`src/rtl/core/alu8_pkg.sv`:
```
package alu8_pkg;

  // Operation codes
  typedef enum logic [3:0] {
    OpAdc  = 4'd0,
    OpSbc  = 4'd1,
    OpAnd  = 4'd2,
    OpOr   = 4'd3,
    OpXor  = 4'd4,
    OpCmp  = 4'd5,
    OpBit  = 4'd6,
    OpAsl  = 4'd7,
    OpLsr  = 4'd8,
    OpRol  = 4'd9,
    OpRor  = 4'd10,
    OpInc  = 4'd11,
    OpDec  = 4'd12,
    OpPass = 4'd13
  } alu8_op_e;

  // Status bit positions
  localparam int unsigned FlagC = 0;
  localparam int unsigned FlagZ = 1;
  localparam int unsigned FlagD = 3;
  localparam int unsigned FlagV = 6;
  localparam int unsigned FlagN = 7;

  // Largest valid decimal digit
  localparam logic [5:0] BcdDigitMax = 6'd9;
  localparam logic [5:0] BcdAdjust   = 6'd6;
  localparam logic [9:0] BcdHiAdjust = 10'h060;

  typedef struct packed {
    logic [3:0] operation;
    logic [7:0] operand_a;
    logic [7:0] operand_b;
    logic [7:0] status_in;
  } alu8_in_t;

  typedef struct packed {
    logic [7:0] result;
    logic [7:0] status_out;
  } alu8_out_t;

  // Update N and Z from a result byte
  function automatic logic [7:0] set_nz(logic [7:0] st, logic [7:0] v);
    logic [7:0] s;
    s        = st;
    s[FlagZ] = (v == 8'h00);
    s[FlagN] = v[7];
    return s;
  endfunction

endpackage

```
`src/rtl/core/alu8_addsub.sv`:
```
module alu8_addsub (
  input  logic       sub_i,
  input  logic [7:0] a_i,
  input  logic [7:0] b_i,
  input  logic [7:0] st_i,
  output logic [7:0] res_o,
  output logic [7:0] st_o
);
  import alu8_pkg::*;

  // Adder and subtractor with carry, binary or packed BCD
  always_comb begin
    logic [8:0] sum;
    logic [7:0] bin;
    logic [7:0] mid;
    logic [5:0] lo;
    logic [5:0] hi;
    logic [5:0] dlo;
    logic [9:0] hv;
    logic       cin;
    logic [7:0] s;
    logic [7:0] bx;

    cin = st_i[FlagC];
    s   = st_i;
    bx  = sub_i ? ~b_i : b_i;
    sum = {1'b0, a_i} + {1'b0, bx} + {8'd0, cin};
    bin = sum[7:0];
    res_o = bin;

    // Binary flags, kept for subtract in either mode
    s[FlagC] = sum[8];
    s[FlagV] = (a_i[7] ~^ bx[7]) & (a_i[7] ^ bin[7]);
    s        = set_nz(s, bin);

    lo  = '0;
    hi  = '0;
    mid = '0;
    dlo = '0;
    hv  = '0;

    if (st_i[FlagD]) begin
      if (!sub_i) begin
        // Decimal add: N and V from the sum before the high digit adjust
        lo = {2'b00, a_i[3:0]} + {2'b00, b_i[3:0]} + {5'd0, cin};
        if (lo > BcdDigitMax) lo = lo + BcdAdjust;
        hi = {2'b00, a_i[7:4]} + {2'b00, b_i[7:4]} + {5'd0, (lo > 6'd15)};
        mid = {hi[3:0], lo[3:0]};
        s[FlagN] = mid[7];
        s[FlagV] = (a_i[7] ~^ b_i[7]) & (a_i[7] ^ mid[7]);
        if (hi > BcdDigitMax) hi = hi + BcdAdjust;
        s[FlagC] = (hi > 6'd15);
        res_o = {hi[3:0], lo[3:0]};
      end else begin
        // Decimal subtract: each borrowing digit corrected by six
        dlo = {2'b00, a_i[3:0]} - {2'b00, b_i[3:0]} - {5'd0, ~cin};
        if (dlo[5]) dlo = {2'b11, dlo[3:0] + 4'd10};
        hv = {2'b00, a_i[7:4], 4'd0} - {2'b00, b_i[7:4], 4'd0} + {{4{dlo[5]}}, dlo};
        if (hv[9]) hv = hv - BcdHiAdjust;
        res_o = hv[7:0];
      end
    end
    st_o = s;
  end

endmodule

```
`src/rtl/core/alu8_core.sv`:
```
module alu8_core (
  input  alu8_pkg::alu8_in_t  in_i,
  output alu8_pkg::alu8_out_t out_o
);
  import alu8_pkg::*;

  logic [7:0] as_res;
  logic [7:0] as_st;

  alu8_addsub u_addsub (
    .sub_i (in_i.operation == OpSbc),
    .a_i   (in_i.operand_a),
    .b_i   (in_i.operand_b),
    .st_i  (in_i.status_in),
    .res_o (as_res),
    .st_o  (as_st)
  );

  // Operation select and flag update
  always_comb begin
    logic [7:0] a;
    logic [7:0] b;
    logic [7:0] st;
    logic [7:0] r;
    logic [7:0] s;
    logic [8:0] diff;

    a    = in_i.operand_a;
    b    = in_i.operand_b;
    st   = in_i.status_in;
    r    = a;
    s    = st;
    diff = {1'b0, a} + {1'b0, ~b} + 9'd1;

    case (alu8_op_e'(in_i.operation))
      OpAdc, OpSbc: begin
        r = as_res;
        s = as_st;
      end
      OpAnd: begin r = a & b; s = set_nz(st, r); end
      OpOr:  begin r = a | b; s = set_nz(st, r); end
      OpXor: begin r = a ^ b; s = set_nz(st, r); end
      OpCmp: begin
        s        = set_nz(st, diff[7:0]);
        s[FlagC] = diff[8];
      end
      OpBit: begin
        s[FlagN] = b[7];
        s[FlagV] = b[6];
        s[FlagZ] = ((a & b) == 8'h00);
      end
      OpAsl: begin
        r = {b[6:0], 1'b0};
        s[FlagC] = b[7];
        s = set_nz(s, r);
      end
      OpLsr: begin
        r = {1'b0, b[7:1]};
        s[FlagC] = b[0];
        s = set_nz(s, r);
      end
      OpRol: begin
        r = {b[6:0], st[FlagC]};
        s[FlagC] = b[7];
        s = set_nz(s, r);
      end
      OpRor: begin
        r = {st[FlagC], b[7:1]};
        s[FlagC] = b[0];
        s = set_nz(s, r);
      end
      OpInc:  begin r = b + 8'd1; s = set_nz(st, r); end
      OpDec:  begin r = b - 8'd1; s = set_nz(st, r); end
      OpPass: begin r = b; s = set_nz(st, r); end
      default: begin
        r = a;
        s = st;
      end
    endcase

    out_o.result     = r;
    out_o.status_out = s;
  end

endmodule

```
`src/rtl/core/cpu8_alu_status_unit_top.sv`:
```
// Channel   Handshake              Word
// -------   --------------------   ---------------------------------------
// command   start_i / busy_o       in_word_i  (operation, operands, status)
// result    done_o (strobe)        out_word_o (result byte, new status)
//
// One word accepted per cycle; busy_o stays low, so start_i may be held high.
// A word passes the input register, then the result register after the ALU.
// done_o is high for exactly one cycle per accepted word, in accept order.
// Reset clears the valid flags only; the receiver cannot stall the unit.
module cpu8_alu_status_unit_top (
  input  logic                clk_i,
  input  logic                rst_ni,
  input  logic                start_i,
  output logic                busy_o,
  input  alu8_pkg::alu8_in_t  in_word_i,
  output logic                done_o,
  output alu8_pkg::alu8_out_t out_word_o
);
  import alu8_pkg::*;

  logic      in_vld_q;
  alu8_in_t  in_q;
  logic      out_vld_q;
  alu8_out_t out_q;
  alu8_out_t out_d;
  logic      accept;

  assign busy_o = 1'b0;
  assign accept = start_i & ~busy_o;

  // Input register
  always_ff @(posedge clk_i or negedge rst_ni) begin
    if (!rst_ni) begin
      in_vld_q <= 1'b0;
    end else begin
      in_vld_q <= accept;
    end
  end

  always_ff @(posedge clk_i) begin
    if (accept) begin
      in_q <= in_word_i;
    end
  end

  alu8_core u_core (
    .in_i  (in_q),
    .out_o (out_d)
  );

  // Result register
  always_ff @(posedge clk_i or negedge rst_ni) begin
    if (!rst_ni) begin
      out_vld_q <= 1'b0;
    end else begin
      out_vld_q <= in_vld_q;
    end
  end

  always_ff @(posedge clk_i) begin
    if (in_vld_q) begin
      out_q <= out_d;
    end
  end

  assign done_o     = out_vld_q;
  assign out_word_o = out_q;

  // Every accepted word yields a strobe after the input and result registers
  a_accept_done: assert property (@(posedge clk_i) disable iff (!rst_ni)
    accept |=> ##1 done_o)
    else $error("accepted word produced no result strobe");

  // No strobe without a word in the input register the cycle before
  a_no_spurious: assert property (@(posedge clk_i) disable iff (!rst_ni)
    done_o |-> $past(in_vld_q))
    else $error("result strobe without a word in flight");

  // Decimal mode bit is never altered
  a_dflag_kept: assert property (@(posedge clk_i) disable iff (!rst_ni)
    in_vld_q |=> out_q.status_out[FlagD] == $past(in_q.status_in[FlagD]))
    else $error("decimal flag changed");

  // Compare and bit test return the first operand
  a_cmp_bit_a: assert property (@(posedge clk_i) disable iff (!rst_ni)
    (in_vld_q && (in_q.operation == OpCmp || in_q.operation == OpBit))
      |=> out_q.result == $past(in_q.operand_a))
    else $error("compare or bit test altered the result byte");

endmodule
```
`config.mk`:
```
export PLATFORM = sky130hd
export DESIGN_NAME = cpu8_alu_status_unit_top
export DESIGN_NICKNAME = d
export VERILOG_FILES = /design/src/rtl/core/alu8_pkg.sv /design/src/rtl/core/alu8_addsub.sv /design/src/rtl/core/alu8_core.sv /design/src/rtl/core/cpu8_alu_status_unit_top.sv
export SDC_FILE = /design/constraint.sdc
export NUM_CORES = 1
export LEC_CHECK = 0
export ABC_AREA = 1
export BUFFER_PORTS_ARGS = -buffer_cell sky130_fd_sc_hd__buf_4
export CORE_UTILIZATION = 49
export CTS_CLUSTER_SIZE = 40
export DETAILED_ROUTE_END_ITERATION = 10
export PLACE_DENSITY = 0.7
export RECOVER_POWER = 100
export SETUP_SLACK_MARGIN = 0.05
export SYNTH_ARGS = -nofsm -noshare
export SYNTH_HDL_FRONTEND = slang
export SYNTH_HIERARCHICAL = 1
export SYNTH_SLANG_ARGS = --single-unit
export TNS_END_PERCENT = 20
```
`constraint.sdc`:
```
create_clock -name clk_i -period 4.05 [get_ports clk_i]
set_input_delay 0.2025 -clock clk_i [delete_from_list [all_inputs] [get_ports clk_i]]
set_output_delay 0.2025 -clock clk_i [all_outputs]
set_load 0.005 [all_outputs]
```
== After elaboration in Yosys (flattened, before gate mapping) ==
Cells that the tools add are included.
Storage, ports and cells
  register bits after elaboration: 46
  bits in latches: 0
  memory bits (writable): 0
  bits in read-only memories: 0
  input port bits: 31
  output and inout bits: 18
  word-level logic and storage cells: 92
  memories kept: 0
Operators by class
  add/sub/neg operators: 18
  $mul: 0
  div/mod/pow operators: 0
  $lt $le $gt $ge: 4
  equal/unequal tests: 13
  shift operators: 0
  mux-type cells: 21
  bitwise gates (word level): 11
  reduce and logical (&&, ||, !) cells: 17
Operator list (number)
  8-bit case mux with 11 select lines: 1
  8-bit zero test: 10
  6-bit two-way mux: 9
  8-bit two-way mux: 4
  4-bit equality test, second input constant: 6
  6-bit by 4-bit greater-than comparator with 1-bit output, second input constant: 4
  2-bit case mux with 12 select lines: 1
  8-bit by 8-bit adder with 9-bit output: 2
  4-bit by 3-bit equality test with 1-bit output, second input constant: 4
  7-bit zero test: 2
  5-bit by 1-bit adder with 6-bit output: 2
  6-bit by 3-bit adder with 6-bit output, second input constant: 2
  1-bit case mux with 12 select lines: 1
  4-bit by 4-bit adder with 5-bit output: 2
  9-bit by 6-bit adder with 10-bit output: 1
  9-bit by 1-bit adder with 9-bit output: 1
  9-bit by 1-bit adder with 9-bit output, second input constant: 1
  8-bit by 8-bit subtractor with 9-bit output: 1
  8-bit by 1-bit adder with 8-bit output, second input constant: 1
  8-bit bitwise AND: 1
  4-bit by 2-bit equality test with 1-bit output, second input constant: 2
  8-bit NOT: 1
  8-bit OR: 1
  2-bit OR reduction: 4
  other kinds (15): 20

== Longest topological paths before layout ==
  depth in word-level cells: 16
  depth in mapped cells: 27
  depth with buffers taken out: 27

== Cells and area by module ==
The synthesis kept the hierarchy.
Modules (own cells, without submodules)
  alu8_core: instances 1, cells each 387, area an instance 2025.7 µm², sequential area each 0.0 µm²
  alu8_addsub: instances 1, cells each 288, area an instance 1859.3 µm², sequential area each 0.0 µm²
  cpu8_alu_status_unit_top: instances 1, cells each 48, area an instance 1382.6 µm², sequential area each 1371.3 µm²

== Worst setup path after synthesis ==
Ideal clock, no wire load.
  path kind: reg-to-reg
  start: reg in_q[8] in the netlist's numbering
  end: reg out_q, in the netlist out_word_o[0] (data pin)
  setup time: 0.265 ns
  arrival time: 3.881 ns
  required time: 3.785 ns
  path slack: -0.096 ns
  stages on the path, launching flop included: 18
  cell sequence: edfxtp_1 > fa_1 > inv_1 > fa_1 > ha_1 > nand2_1 > o21ai_0 > fa_1 > fa_1 > xnor2_1 > ha_1 > inv_1 > nand2_1 > o21ai_0 > a21oi_1 > a21oi_1 > a221oi_1 > nand3_1
RTL lines
  start, declared: RTL line cpu8_alu_status_unit_top.sv:22  | alu8_in_t in_q;
  start signal, assigned: RTL line cpu8_alu_status_unit_top.sv:42  | in_q <= in_word_i;
  end signal, assigned: RTL line cpu8_alu_status_unit_top.sv:62  | out_q <= out_d;
  end, declared: RTL line cpu8_alu_status_unit_top.sv:24  | alu8_out_t out_q;

==> qor.yml <==
clock_tree:
  clockBufferDepth: 2
  tritoncts: "yes"
  clk_latency_ps: 320
  cts.sinks: 46
  htreeDepth: 2
  cts_buffers: 5
  clk_pin_slew_worst_paths_ps: 100
  cts-root-buf: "clkbuf_8"
synthesis:
  yosysSeqAreaShare: 0.260
  synth-seq-cells: 46
  synthesis.area_um2: 5270
  postSynth.asyncResetShare: 0.0435
  syn_inst: 723
  synthesis.nets: 825
  yosysUniqueCellTypes: 46
  synth_flop_cell: "edfxtp_1"
  syn_avg_cell_area_um2: 7.29
  synth_warnings: 6
  synth_edf_count: 44
detailed_routing:
  dr.pass1.iters: 8
  detail-route-antenna-nets: 0
  dr.first_iter.drc_count: 412
  drc: 0
  wl_um: 16700
  vias_per_cell: 5.56
  vias: 5202
  wl_per_cell_um: 17.8
pwr:
  power_density_nw_per_um2: 344
  vdd_drop_max_uv: 176
  comb_power_share: 0.561
  p_sw_uw: 937
  p_int_mw: 1.18
  p_leak_nw: 3.02
  switching_share: 0.442
  p_seq_frac: 0.292
  p_clk_frac: 0.147
sta:
  tightest_slew_ps: 1730
  fin_ws_ps: 53.3
  slew_viol_final: 30
  min_period_ps: 4000
  slew_headroom: -0.150
  layout_worst_path_cycle_share: 0.987
  rsz0062_at_grt: "true"
  clock.fmax_mhz: 250
  holdWs_ps: 68.3
  fin_tns_setup_ps: 0
  setup_violations: 0
  finClkSkew_ps: 9.10
  final_hold_viol_count: 0
grt:
  grt_pass1_wl_um: 25800
  antenna_found_initial: 0
  grt_remaining_overflow: 0
  grt_max_degree: 30
  grt_pass1_vias: 4973
  grt_usage: 0.301
die:
  fp.coreArea_um2: 10400
  ios: 49
  die_y_um: 106
  die_w_um: 106
  rows: 37
  initial_core_util: 0.508
  die_area_um2: 11200
finish:
  n_fill_cell: 972
  areaGrowthSynthToFinish_pct: 17.0
  layout-drive-gt1-share: 0.185
  num-nets-final: 901
  antenna_cells: 0
worst_setup_path:
  crit_type: "flop to flop"
  worstPathMaxFanout: 4
  cp.arrival_ps: 4060
  critPathRequiredTime_ps: 4120
  endpoint_kind: "flop"
  worst_setup_path_start_kind: "flop"
outcome:
  violations: "max-capacitance violations, max-slew violations"
  outcome: "finished with violations"
place:
  gp_congestion: 0.917
  port_buffers: 47
  dp_slack_ps: -66.5
  place_hpwl_um: 13000
run:
  max_cap_violations: 1
worst_hold_path:
  holdCritPathClass: "primary input to flop"
-- placed cells by master (no fill, tap or decap), types with 2 or more instances in the layout --
cell and n:
nand3_1 61, clkbuf_8 5, buf_4 32, clkbuf_4 42, a21oi_2 7, nand4_1 16
o21bai_1 2, o21ai_2 3, dfrtp_1 2, a21oi_1 22, fa_1 5, nor3_1 7
xnor2_1 2, buf_6 2, inv_1 89, nor2_1 61, fa_2 5, o21ai_0 19
xor2_1 23, o211ai_1 6, nand2_1 197, nor2_4 5, o22ai_1 5, clkbuf_1 5
and2_1 2, nand2_2 8, a221oi_1 5, edfxtp_1 44, ha_1 57, a22oi_1 3
inv_2 12, nand3b_1 7, ha_2 3, nor2_2 6, a21o_1 2, or2_2 2
o31ai_1 2, nand2_4 6
-- critical path: stages, from the launching register on --
cell      delay, ps
edfxtp_1        440
fa_2            420
inv_2            60
fa_2            480
nand2_4         100
nand2_4          70
nand2_2          90
o21ai_2          70
fa_2            360
fa_2            420
xnor2_4         210
ha_2            230
inv_1            60
nand2_2          80
o21ai_2          60
a21oi_2         140
a21oi_2          50
a221oi_1        280
nand3_1         110
-- cell usage after synthesis (2+ instances only) --
library cell,n,area [um^2]
a211oi_1,2,15.0
a21o_1,2,15.0
a21oi_1,26,130
a21oi_2,3,26.3
a221oi_1,5,43.8
a22oi_1,3,22.5
and2_1,2,12.5
buf_2,2,10.0
buf_4,7,52.6
buf_6,2,22.5
dfrtp_1,2,50.1
edfxtp_1,44,1320
fa_1,10,200
ha_1,61,763
inv_1,91,342
inv_2,10,37.5
nand2_1,204,766
nand2_2,4,25.0
nand2_4,3,33.8
nand3_1,61,305
nand3b_1,7,52.6
nand4_1,16,100
nor2_1,61,229
nor2_2,6,37.5
nor2_4,5,56.3
nor3_1,8,40.0
o211ai_1,6,45.0
o21ai_0,21,105
o21bai_1,2,15.0
o22ai_1,5,31.3
o31ai_1,2,15.0
or2_2,2,12.5
xnor2_1,3,26.3
xor2_1,23,201
-- what timing repair did --
| item | in CTS | in global routing |
|---|---|---|
| hold buffers | 1 | 0 |
| pin swaps | 8 | 22 |
| setup buffers | 5 | 11 |
| gates resized for setup | 9 | 24 |
| endpoints found under the hold margin | 2 | 0 |
| endpoints found under the setup margin | 3 | 5 |
-- routing by layer --
layer  up-vias  part of all wire  global-route usage
met2       185              0.48               0.515
met3        35             0.056              0.0303
li1       2521                 -                   -
met1      2461              0.44               0.398
met5         -                 0                   0
met4         0             0.027              0.0972
-- metrics by stage --
stage                     cell area, um^2  total power, mW  utilization  std cells
after floorplan                      5280             1.38            -        723
after global placement               5840             1.63        0.563        911
after detailed placement             5840             1.68        0.563        911
after CTS                            6000             2.03        0.578        925
after global routing                 6160             2.28        0.594        936
final                                6160             2.12        0.594        936
-- final timing paths --
kind | startpoint | to | slack (ps) | depth (start not counted)
max | in_q[16]$_DFFE_PP_ | out_word_o[0]$_DFFE_PP_ | 50 | 18
min | in_word_i[10] | in_q[10]$_DFFE_PP_ | 70 | 1
max reg2reg | in_q[16]$_DFFE_PP_ | out_word_o[0]$_DFFE_PP_ | 50 | 18
min reg2reg | in_q[5]$_DFFE_PP_ | out_word_o[5]$_DFFE_PP_ | 550 | 2
max in group asynchronous | rst_ni | done_o$_DFF_PN0_ | 3730 | 2
min in group asynchronous | rst_ni | in_vld_q$_DFF_PN0_ | 200 | 2
-- power groups by stage --
stage	combinational [mW]	clock, mW	sequential, mW
after floorplan	0.744	0	0.639
after global placement	1.01	0	0.628
after detailed placement	1.05	0	0.631
after CTS	1.08	0.325	0.620
after global routing	1.32	0.334	0.626
final	1.19	0.312	0.620
-- sequential cells by signal, summed over array words and instances, names as in the netlist --
name,cells
out_word_o,16
in_q,28
in_vld_q,1
done_o,1
-- final cells by class --
type	count	area, um^2	share of cell area
multi-input combinational	562	3540	0.574
clock buffer	5	68.8	0.0112
sequential	46	1370	0.223
timing repair buffer	82	607	0.0985
tap	136	170	0.0276
inverter	102	383	0.0621
clock inverter	3	25.0	0.00406
-- logic make-up after synthesis --
family	after synthesis	share of synthesized area
simple gates	381	0.320
buf+inv	115	0.0924
compound gates	81	0.0941
fa+ha+maj	71	0.183
flops	46	0.260
xor+xnor	28	0.0494
other cells	1	0.000712
Power figures use the tool's default switching activity.
